<file path="src/hdl/lzwc_pkg.sv">
// lzwc_pkg: shared types and constants of the LZW stream compressor.
// No dependencies.
package lzwc_pkg;
   localparam int MAX_CODE_BITS = 12;
   localparam int CODE_W = MAX_CODE_BITS;
   localparam int NEXT_W = MAX_CODE_BITS + 1;
   localparam int FIRST_FREE = 256;
   localparam int CODE_LIMIT = 1 << MAX_CODE_BITS;
   localparam int DICT_DEPTH = CODE_LIMIT - FIRST_FREE;
   localparam int ADDR_W = MAX_CODE_BITS;
   localparam int KEY_W = MAX_CODE_BITS + 8;
   localparam int WID_W = 5;

   typedef struct packed {
      logic [7:0] in_byte;
      logic       in_last;
   } req_word_type;

   typedef struct packed {
      logic [7:0] out_byte;
      logic       out_last;
   } rsp_word_type;

   // controller -> datapath
   typedef struct packed {
      logic load;        // latch input word
      logic start_first; // prefix takes byte
      logic probe_start; // begin scan at FIRST_FREE
      logic probe_step;  // advance scan
      logic take_hit;    // prefix takes hit code
      logic miss_insert; // insert pair, prefix takes byte
      logic emit_prefix; // load shifter with prefix code
      logic emit_pad;    // unused; S_PAD shows the partial byte
      logic shift_bit;   // move one code bit into accumulator
      logic clear;       // back to reset state
   } ctl_type;

   // datapath -> controller
   typedef struct packed {
      logic prefix_valid;
      logic last;
      logic scan_done;   // scan passed next_code
      logic scan_hit;    // registered entry matched
      logic bits_left;   // shifter still holds bits
      logic byte_ready;  // accumulator holds a full byte
      logic partial;     // bit_position != 7
   } sts_type;
endpackage

</file>
<file path="src/hdl/lzwc_control.sv">
// lzwc_control: sequencer for probe, insert and code emission.
// Depends on lzwc_pkg.
module lzwc_control import lzwc_pkg::*; (
   input  logic    clock,
   input  logic    reset,
   input  logic    req_valid,
   output logic    req_stall,
   input  sts_type sts,
   output ctl_type ctl,
   output logic    out_valid,
   output logic    out_last,
   input  logic    out_take
);
   typedef enum logic [2:0] {
      S_IDLE, S_DISPATCH, S_PROBE, S_EMIT, S_WAIT, S_FINAL, S_PAD
   } state_type;

   state_type state_ff, state_in;
   logic      final_ff, final_in;

   assign req_stall = (state_ff != S_IDLE);
   assign out_valid = sts.byte_ready || (state_ff == S_PAD);
   assign out_last  = (state_ff == S_PAD) ||
                      (final_ff && state_ff == S_EMIT && !sts.bits_left);

   always_comb begin
      ctl = '0;
      state_in = state_ff;
      final_in = final_ff;
      unique case (state_ff)
         S_IDLE: begin
            if (req_valid) begin
               ctl.load = 1'b1;
               state_in = S_DISPATCH;
            end
         end
         S_DISPATCH: begin
            if (!sts.prefix_valid) begin
               ctl.start_first = 1'b1;
               state_in = S_FINAL;
            end else begin
               ctl.probe_start = 1'b1;
               state_in = S_PROBE;
            end
         end
         S_PROBE: begin
            if (sts.scan_hit) begin
               ctl.take_hit = 1'b1;
               state_in = S_FINAL;
            end else if (sts.scan_done) begin
               ctl.emit_prefix = 1'b1;
               final_in = 1'b0;
               state_in = S_EMIT;
            end else begin
               ctl.probe_step = 1'b1;
            end
         end
         S_EMIT: begin
            if (sts.byte_ready) begin
               // hold until the full byte leaves
            end else if (sts.bits_left) begin
               ctl.shift_bit = 1'b1;
            end else if (final_ff) begin
               state_in = sts.partial ? S_PAD : S_WAIT;
               if (!sts.partial) ctl.clear = 1'b1;
            end else begin
               ctl.miss_insert = 1'b1;
               state_in = S_FINAL;
            end
         end
         S_FINAL: begin
            if (sts.last) begin
               ctl.emit_prefix = 1'b1;
               final_in = 1'b1;
               state_in = S_EMIT;
            end else begin
               state_in = S_IDLE;
            end
         end
         S_PAD: begin
            if (out_take) begin
               ctl.clear = 1'b1;
               state_in = S_IDLE;
            end
         end
         S_WAIT: state_in = S_IDLE;
         default: state_in = S_IDLE;
      endcase
   end

   always_ff @(posedge clock) begin
      if (reset) begin
         state_ff <= S_IDLE;
         final_ff <= 1'b0;
      end else begin
         state_ff <= state_in;
         final_ff <= final_in;
      end
   end
endmodule

</file>
<file path="config.mk">
export PLATFORM = sky130hd
export DESIGN_NAME = lzwc_control
export DESIGN_NICKNAME = d
export VERILOG_FILES = /design/src/hdl/lzwc_pkg.sv /design/src/hdl/lzwc_control.sv
export SDC_FILE = /design/constraint.sdc
export NUM_CORES = 1
export LEC_CHECK = 0
export BUFFER_PORTS_ARGS = -buffer_cell sky130_fd_sc_hd__buf_2
export CAP_MARGIN = 10
export CORE_AREA = 2 2 39 41
export DETAILED_ROUTE_END_ITERATION = 12
export DIE_AREA = 0 0 41 43
export GPL_ROUTABILITY_DRIVEN = 0
export HOLD_SLACK_MARGIN = 0.02
export PLACE_DENSITY = 0.66
export SYNTH_ARGS = -nofsm -noshare
export SYNTH_HDL_FRONTEND = slang
export SYNTH_SLANG_ARGS = --single-unit
</file>
<file path="constraint.sdc">
create_clock -name clock -period 1.14 [get_ports clock]
set_input_delay 0 -clock clock [delete_from_list [all_inputs] [get_ports clock]]
set_output_delay 0 -clock clock [all_outputs]
set_load 0.05 [all_outputs]
</file>
==> results of run 1 <==
sequential cells by signal, indices dropped and copies added (netlist names):
| signal | flops |
|---|---|
| state_ff | 3 |
| final_ff | 1 |
critical path, stage by stage (launching register included):
cell,delay [ns]
dfxtp_2,0.33
or4b_4,0.55
nor3_4,0.13
a21oi_2,0.06
nor2_4,0.08
buf_6,0.16
logic make-up after synthesis:
family	after synthesis	synth area share [%]
AND/OR/NAND/NOR	33	46.14
AO/OA/AOI/OAI	16	21.33
buffers and inverters	8	12.27
flip-flops	4	17.07
multiplexers	1	2.400
other	1	0.7992
power by group through the flow:
| stage | sequential (mW) | combinational, mW | clock (mW) |
|---|---|---|---|
| after CTS | 0.210 | 1.37 | 0.178 |
| after global placement | 0.194 | 1.08 | 0 |
| after global routing | 0.216 | 1.60 | 0.191 |
| final | 0.213 | 1.52 | 0.179 |
| after detailed placement | 0.197 | 1.09 | 0 |
| after floorplan | 0.186 | 0.735 | 0 |
cell type report:
| class | count | share of cell area (%) |
|---|---|---|
| Multi-Input combinational cell | 51 | 45.71 |
| Timing Repair Buffer | 47 | 40.91 |
| Sequential cell | 4 | 7.657 |
| Clock buffer | 3 | 2.057 |
| Inverter | 4 | 1.829 |
| Tap cell | 16 | 1.829 |
final timing paths:
path                      end         from  slack, ns
hold reg to reg   state_ff[0]  state_ff[1]       0.65
hold / removal       final_ff       sts[4]       0.02
setup reg to reg  state_ff[2]  state_ff[2]      -0.29
setup / recovery       ctl[0]  state_ff[2]      -0.41
what timing repair did:
item,in CTS,in global routing
cloned,0,0
hold endpoints to repair,1,0
buffers inserted,4,1
hold buffers,2,0
pin swaps,5,7
gates resized for setup,44,13
endpoints found under the setup margin,16,15
metal layers:
metal	vias to the layer above	GRT usage (%)	part of all wire, %
li1	325	-	-
met1	301	28.06	39
met2	24	38.13	55
met3	8	2.094	2.5
met4	0	14.67	3.9
met5	-	0	0
cell usage in the layout, fill, tap and decap left out, types with 2 or more instances in the layout:
master / count
nand2b_1: 3
nor2_4: 3
o21ai_1: 2
nand2_1: 3
buf_6: 20
clkbuf_4: 3
nor4_4: 3
buf_2: 10
inv_1: 3
buf_8: 2
and3_4: 3
nor2b_4: 2
a21oi_1: 4
dfxtp_2: 3
buf_4: 11
nor2_1: 4
dlygate4sd3_1: 2
nor3_4: 2
buf_12: 2
==> report_table.html, run 1 <==
<table>
<tr><th>Metric</th><th>Value</th></tr>
<tr><th colspan="2">Global routing</th></tr>
<tr><td>Pin count of the biggest net entering global routing</td><td>7</td></tr>
<tr><td>Number of global-route vias before repair</td><td>614</td></tr>
<tr><td>Wire length of the first global-routing pass</td><td>2753 um</td></tr>
<tr><td>Antenna violations before repair</td><td>0</td></tr>
<tr><td>Grt ovf</td><td>0</td></tr>
<tr><td>Gr usage total</td><td>23.62%</td></tr>
<tr><th colspan="2">Synthesis</th></tr>
<tr><td>Most used standard cells in the synthesized netlist</td><td>nor2_1 (7), a21oi_1 (5), dfxtp_1 (4), nand2_1 (4)</td></tr>
<tr><td>Synthesis-stage register bit count</td><td>4</td></tr>
<tr><td>Largest cells by area after synthesis</td><td>dfxtp_1 (17%), nor2b_4 (5.9%), nor2_1 (5.6%)</td></tr>
<tr><td>Number of unique standard cell types used by synthesis</td><td>33</td></tr>
<tr><td>Avg Synthesized Cell Area</td><td>7.448 sq um</td></tr>
<tr><td>Top cell type's share of synthesized area</td><td>17.07%</td></tr>
<tr><td>Total nets after synthesis</td><td>74</td></tr>
<tr><td>Count of yosys warnings during synthesis</td><td>0</td></tr>
<tr><td>Most used flip-flop cell after synthesis</td><td>dfxtp_1</td></tr>
<tr><td>Most common cell in the netlist</td><td>nor2_1</td></tr>
<tr><td>Portion of the post-synthesis area used by sequential elements</td><td>17.07%</td></tr>
<tr><td>Cell area after synthesis</td><td>469.2 sq um</td></tr>
<tr><td>Cells after synthesis</td><td>63</td></tr>
<tr><td>Async set or reset register ratio after synthesis</td><td>0%</td></tr>
<tr><td>Area leader, netlist</td><td>dfxtp_1</td></tr>
<tr><td>Count of flip-flops with a built-in enable after synthesis</td><td>0</td></tr>
<tr><th colspan="2">Die</th></tr>
<tr><td>Die footprint</td><td>1763 sq um</td></tr>
<tr><td>Floorplan die width</td><td>41 um</td></tr>
<tr><td>Vertical extent of the die</td><td>43 um</td></tr>
<tr><td>Standard-cell rows</td><td>14</td></tr>
<tr><td>Initial cell density of the core</td><td>33.91%</td></tr>
<tr><td>Floorplan Core Area</td><td>1384 sq um</td></tr>
<tr><td>Number of ports placed on the die boundary</td><td>24</td></tr>
<tr><th colspan="2">STA</th></tr>
<tr><td>Least setup slack across all paths after layout</td><td>-0.4121 ns</td></tr>
<tr><td>Min Tclk post-route</td><td>1.552 ns</td></tr>
<tr><td>Final-report hold violation count</td><td>0</td></tr>
<tr><td>Number of pins exceeding their max-slew limit in the final report</td><td>0</td></tr>
<tr><td>Worst-case clock skew</td><td>0.007800 ns</td></tr>
<tr><td>Peak Freq</td><td>644.3 MHz</td></tr>
<tr><td>Final setup violation count</td><td>15</td></tr>
<tr><td>Unrepaired setup endpoints after global routing</td><td>yes</td></tr>
<tr><td>Sum of negative setup slack</td><td>-3.730 ns</td></tr>
<tr><td>Post-Route Hold Slack</td><td>0.02183 ns</td></tr>
<tr><td>Ratio of final minimum period to clock period</td><td>136.1%</td></tr>
<tr><th colspan="2">Min path</th></tr>
<tr><td>Worst hold path depth</td><td>2</td></tr>
<tr><td>Type of the tightest min-delay check</td><td>in -&gt; reg</td></tr>
<tr><th colspan="2">Critical path</th></tr>
<tr><td>Critical Setup Path Class</td><td>reg -&gt; out</td></tr>
<tr><td>Crit path max fanout</td><td>3</td></tr>
<tr><td>Worst r2r path cells</td><td>6</td></tr>
<tr><td>Worst EP required</td><td>1.14 ns</td></tr>
<tr><td>Worst setup SP type</td><td>flip-flop</td></tr>
<tr><td>CP arrival</td><td>1.55 ns</td></tr>
<tr><td>Crit end category</td><td>primary output</td></tr>
<tr><th colspan="2">Power</th></tr>
<tr><td>Standby leakage power</td><td>0.4682 nW</td></tr>
<tr><td>Worst IR Drop VDD</td><td>1.576 mV</td></tr>
<tr><td>Switching power</td><td>878.4 uW</td></tr>
<tr><td>Cell-internal power</td><td>1.030 mW</td></tr>
<tr><td>Share of power burned in the clock network</td><td>9.4%</td></tr>
<tr><td>Combinational group share of total power</td><td>79.4%</td></tr>
<tr><td>Ratio of total power to cell area</td><td>1743 nW/um^2</td></tr>
<tr><td>Share of total power consumed by net switching</td><td>46.03%</td></tr>
<tr><td>Total power</td><td>1.908 mW</td></tr>
<tr><td>Fraction of power consumed by sequential logic</td><td>11.2%</td></tr>
<tr><th colspan="2">Clocking</th></tr>
<tr><td>CTS Sinks</td><td>4</td></tr>
<tr><td>Clk Latency, worst-skew pair</td><td>0.24 ns</td></tr>
<tr><td>Clock Tree Buf Depth</td><td>2</td></tr>
<tr><td>Clk slew on worst S/H paths</td><td>0.04 ns</td></tr>
<tr><td>Total number of H-tree levels</td><td>1</td></tr>
<tr><td>TritonCTS clock tree</td><td>yes</td></tr>
<tr><td>Number of buffers added by the clock tree synthesis step</td><td>3</td></tr>
<tr><td>Clock root buffer</td><td>clkbuf_4</td></tr>
<tr><th colspan="2">Final layout</th></tr>
<tr><td>Post-route insts no fill</td><td>125</td></tr>
<tr><td>Fill cell instance count of the final layout</td><td>83</td></tr>
<tr><td>Fraction of the core area covered by cells at the end of the flow</td><td>79.11%</td></tr>
<tr><td>Number of nets in the layout</td><td>122</td></tr>
<tr><td>Register area</td><td>83.83 sq um</td></tr>
<tr><td>Total non-filler cell area in the finished layout</td><td>1095 sq um</td></tr>
<tr><td>Area delta synth-&gt;final</td><td>133.3%</td></tr>
<tr><td>Area of the multi-input gates</td><td>500.5 sq um</td></tr>
<tr><td>Number of diodes</td><td>0</td></tr>
<tr><td>Fraction of layout instances using a drive strength above 1</td><td>70.64%</td></tr>
<tr><th colspan="2">Routing</th></tr>
<tr><td>Drt first-iter violations</td><td>9</td></tr>
<tr><td>Post-detailed-route via-to-cell ratio</td><td>5.264</td></tr>
<tr><td>Vias after detailed routing</td><td>658</td></tr>
<tr><td>Number of nets with antenna violations after routing</td><td>0</td></tr>
<tr><td>First drt pass iteration count</td><td>4</td></tr>
<tr><td>DR DRC count</td><td>0</td></tr>
<tr><td>Wirelength per Cell</td><td>14.92 um</td></tr>
<tr><td>WL final</td><td>1865 um</td></tr>
<tr><th colspan="2">Placement</th></tr>
<tr><td>Instance count after placement with tap cells included</td><td>115</td></tr>
<tr><td>Port Buffers</td><td>22</td></tr>
<tr><td>Sum of net half-perimeters after detailed placement</td><td>1277 um</td></tr>
<tr><td>Placement Setup Slack</td><td>-0.2374 ns</td></tr>
<tr><td>Area after detailed placement</td><td>808.3 sq um</td></tr>
<tr><th colspan="2">Run status</th></tr>
<tr><td>Failing checks</td><td>setup timing</td></tr>
<tr><td>Run status</td><td>complete, but fails checks</td></tr>
<tr><th colspan="2">Flow run</th></tr>
<tr><td>Max capacitance violation total</td><td>0</td></tr>
</table>
No activity file was read; power rests on OpenSTA's default activity.
==> inputs of run 2 (changes only) <==
Settings changed: CTS_BUF_LIST set to sky130_fd_sc_hd__clkbuf_8.
==> run 2 against run 1 <==
Net effect:
- the run still ends with setup timing left
- worst setup slack gained 0.016 ns
- critical path depth is the same
- hold slack gained 0.0043 ns
- wire length grew 1.8%
- final area shrank 3.2%
- power grew 3.4%
- critical endpoint unchanged
- non-clock buffer count shrank 2
- critical path type unchanged
- clock power grew 73%
==> report_table.html, run 2 (same netlist as run 1, synthesis figures left out) <==
<table>
<tr><th>Metric</th><th>Value</th></tr>
<tr><th colspan="2">Final layout</th></tr>
<tr><td>Fill cell instance count of the final layout</td><td>94 (+13%)</td></tr>
<tr><td>Area delta synth-&gt;final</td><td>125.9%</td></tr>
<tr><td>Max FFs per register</td><td>3 (unchanged)</td></tr>
<tr><td>Fraction of the core area covered by cells at the end of the flow</td><td>76.58% (-2.5 points)</td></tr>
<tr><td>Biggest registers after layout</td><td>state_ff: 3 flops, final_ff: 1 flops</td></tr>
<tr><td>Most frequent standard cell in the layout excluding fill and tap cells</td><td>buf_6</td></tr>
<tr><td>Number of diodes</td><td>0 (unchanged)</td></tr>
<tr><td>Total non-filler cell area in the finished layout</td><td>1060 sq um (-3.2%)</td></tr>
<tr><td>Highest-count cells in the layout ignoring fill and taps</td><td>buf_6 (18), buf_4 (13), buf_2 (10), nor2_1 (4), a21oi_1 (4)</td></tr>
<tr><td>Most flop-heavy register</td><td>state_ff</td></tr>
<tr><td>Number of nets in the layout</td><td>120 (-1.6%)</td></tr>
<tr><td>Fraction of layout instances using a drive strength above 1</td><td>68.22% (-2.4 points)</td></tr>
<tr><th colspan="2">Critical path</th></tr>
<tr><td>Crit path max fanout</td><td>3 (unchanged)</td></tr>
<tr><td>Crit end category</td><td>primary output</td></tr>
<tr><td>Worst setup SP type</td><td>flip-flop</td></tr>
<tr><td>Critical Setup Path Class</td><td>reg -&gt; out</td></tr>
<tr><td>Worst EP required</td><td>1.14 ns (about the same)</td></tr>
<tr><td>CP arrival</td><td>1.54 ns (about the same)</td></tr>
<tr><th colspan="2">Die</th></tr>
<tr><td>Number of ports placed on the die boundary</td><td>24 (unchanged)</td></tr>
<tr><td>Floorplan die width</td><td>41 um (unchanged)</td></tr>
<tr><td>Initial cell density of the core</td><td>33.91% (unchanged)</td></tr>
<tr><td>Vertical extent of the die</td><td>43 um (unchanged)</td></tr>
<tr><td>Standard-cell rows</td><td>14 (unchanged)</td></tr>
<tr><td>Floorplan Core Area</td><td>1384 sq um (unchanged)</td></tr>
<tr><td>Die footprint</td><td>1763 sq um (unchanged)</td></tr>
<tr><th colspan="2">STA</th></tr>
<tr><td>Sum of negative setup slack</td><td>-3.564 ns (+0.1669 ns)</td></tr>
<tr><td>Number of pins exceeding their max-slew limit in the final report</td><td>0 (unchanged)</td></tr>
<tr><td>Min Tclk post-route</td><td>1.536 ns (-0.01620 ns)</td></tr>
<tr><td>Unrepaired setup endpoints after global routing</td><td>yes</td></tr>
<tr><td>Peak Freq</td><td>651.1 MHz (+1.1%)</td></tr>
<tr><td>Final-report hold violation count</td><td>0 (unchanged)</td></tr>
<tr><td>Ratio of final minimum period to clock period</td><td>134.7% (-1.4 points)</td></tr>
<tr><td>Least setup slack across all paths after layout</td><td>-0.3959 ns (+0.01620 ns)</td></tr>
<tr><td>Final setup violation count</td><td>15 (unchanged)</td></tr>
<tr><td>Worst-case clock skew</td><td>0.004605 ns (-0.003196 ns)</td></tr>
<tr><th colspan="2">Routing</th></tr>
<tr><td>Wirelength per Cell</td><td>15.43 um (+3.4%)</td></tr>
<tr><td>Vias after detailed routing</td><td>670 (+1.8%)</td></tr>
<tr><td>Post-detailed-route via-to-cell ratio</td><td>5.447 (+3.5%)</td></tr>
<tr><td>WL final</td><td>1898 um (+1.8%)</td></tr>
<tr><td>Drt first-iter violations</td><td>28 (+19)</td></tr>
<tr><td>First drt pass iteration count</td><td>4 (unchanged)</td></tr>
<tr><td>Number of nets with antenna violations after routing</td><td>0 (unchanged)</td></tr>
<tr><td>DR DRC count</td><td>0 (unchanged)</td></tr>
<tr><th colspan="2">Power</th></tr>
<tr><td>Total power</td><td>1.973 mW (+3.4%)</td></tr>
<tr><td>Standby leakage power</td><td>0.4590 nW (-2.0%)</td></tr>
<tr><td>Ratio of total power to cell area</td><td>1862 nW/um^2 (+6.8%)</td></tr>
<tr><td>Worst IR Drop VDD</td><td>1.470 mV (-6.7%)</td></tr>
<tr><th colspan="2">Clocking</th></tr>
<tr><td>Clock root buffer</td><td>clkbuf_8</td></tr>
<tr><td>Clk Latency, worst-skew pair</td><td>0.22 ns (-0.02 ns)</td></tr>
<tr><td>CTS Sinks</td><td>4 (unchanged)</td></tr>
<tr><td>Number of buffers added by the clock tree synthesis step</td><td>3 (unchanged)</td></tr>
<tr><td>Clk slew on worst S/H paths</td><td>0.04 ns (about the same)</td></tr>
<tr><td>TritonCTS clock tree</td><td>yes</td></tr>
<tr><td>Total number of H-tree levels</td><td>1 (unchanged)</td></tr>
<tr><td>Clock Tree Buf Depth</td><td>2 (unchanged)</td></tr>
<tr><th colspan="2">Run status</th></tr>
<tr><td>Run status</td><td>complete, but fails checks</td></tr>
<tr><td>Failing checks</td><td>setup timing</td></tr>
<tr><th colspan="2">Global routing</th></tr>
<tr><td>Antenna violations before repair</td><td>0 (unchanged)</td></tr>
<tr><td>Wire length of the first global-routing pass</td><td>2967 um (+7.8%)</td></tr>
<tr><td>Gr usage total</td><td>25.05% (+1.4 points)</td></tr>
<tr><td>Grt ovf</td><td>0 (unchanged)</td></tr>
<tr><td>Number of global-route vias before repair</td><td>685 (+12%)</td></tr>
<tr><td>Pin count of the biggest net entering global routing</td><td>7 (unchanged)</td></tr>
<tr><th colspan="2">Min path</th></tr>
<tr><td>Type of the tightest min-delay check</td><td>in -&gt; reg</td></tr>
<tr><th colspan="2">Placement</th></tr>
<tr><td>Sum of net half-perimeters after detailed placement</td><td>1277 um (unchanged)</td></tr>
<tr><td>Port Buffers</td><td>22 (unchanged)</td></tr>
<tr><td>Placement Setup Slack</td><td>-0.2374 ns (unchanged)</td></tr>
<tr><td>Area after detailed placement</td><td>808.3 sq um (unchanged)</td></tr>
<tr><th colspan="2">Flow run</th></tr>
<tr><td>Max capacitance violation total</td><td>0 (unchanged)</td></tr>
</table>
-- run 2: changes by cell type in the layout (fill, tap and decap cells not counted), sizes merged --
cell | before | now
dlygate4sd3 | 2 | 0
-- run 2: metal layers --
metal,GRT usage [%],up-vias,share of wire (%),routed length (um)
li1,-,318,-,-
met1,28.80,306,38,714
met2,41.25,36,55,1035
met3,4.188,10,4.5,85
met4,13.33,0,3.3,63
met5,0,-,0,0
-- run 2: power breakdown --
part	leakage [nW]	internal (mW)	switching, mW
clock network	0.0216	0.226	0.0829
registers	0.0338	0.177	0.0383
logic	0.404	0.692	0.756
total	0.459	1.10	0.878
-- run 2: area by class of cell --
class / instances / area, sq um / area share [%]
multi-input cells: 51 / 474.2 / 44.75
repair buffers: 45 / 420.4 / 39.67
flip-flops and latches: 4 / 83.83 / 7.910
clock buffers: 3 / 41.29 / 3.896
inverters: 4 / 20.02 / 1.889
well taps: 16 / 20.02 / 1.889
-- run 2: final timing paths --
kind,start,end,slack [ns],depth (start not counted)
max reg2reg,state_ff[2],state_ff[2],-0.33,6
min,out_take,state_ff[2],0.03,2
min reg2reg,final_ff,final_ff,0.66,3
max,state_ff[2],ctl[0],-0.40,5
-- run 2: per-stage QoR --
step                      hold WS [ns]  instances
final                          0.02609        123
after CTS                      0.02903        122
after floorplan                0.05585         63
after detailed placement        0.2460        115
after global placement          0.2443        115
after global routing           0.03119        123
-- run 2: critical path: stages, from the launching register on --
cell and delay, ns:
dfxtp_2 0.33, or4b_4 0.55, nor3_4 0.13, a21oi_2 0.06, nor2_4 0.08, buf_6 0.16
-- run 2: repair_timing --
action	4_1_cts	5_1_grt
setup buffers	4	1
gates resized for setup	45	6
hold buffers	0	0
endpoints found under the setup margin	16	15
pin swaps	4	5
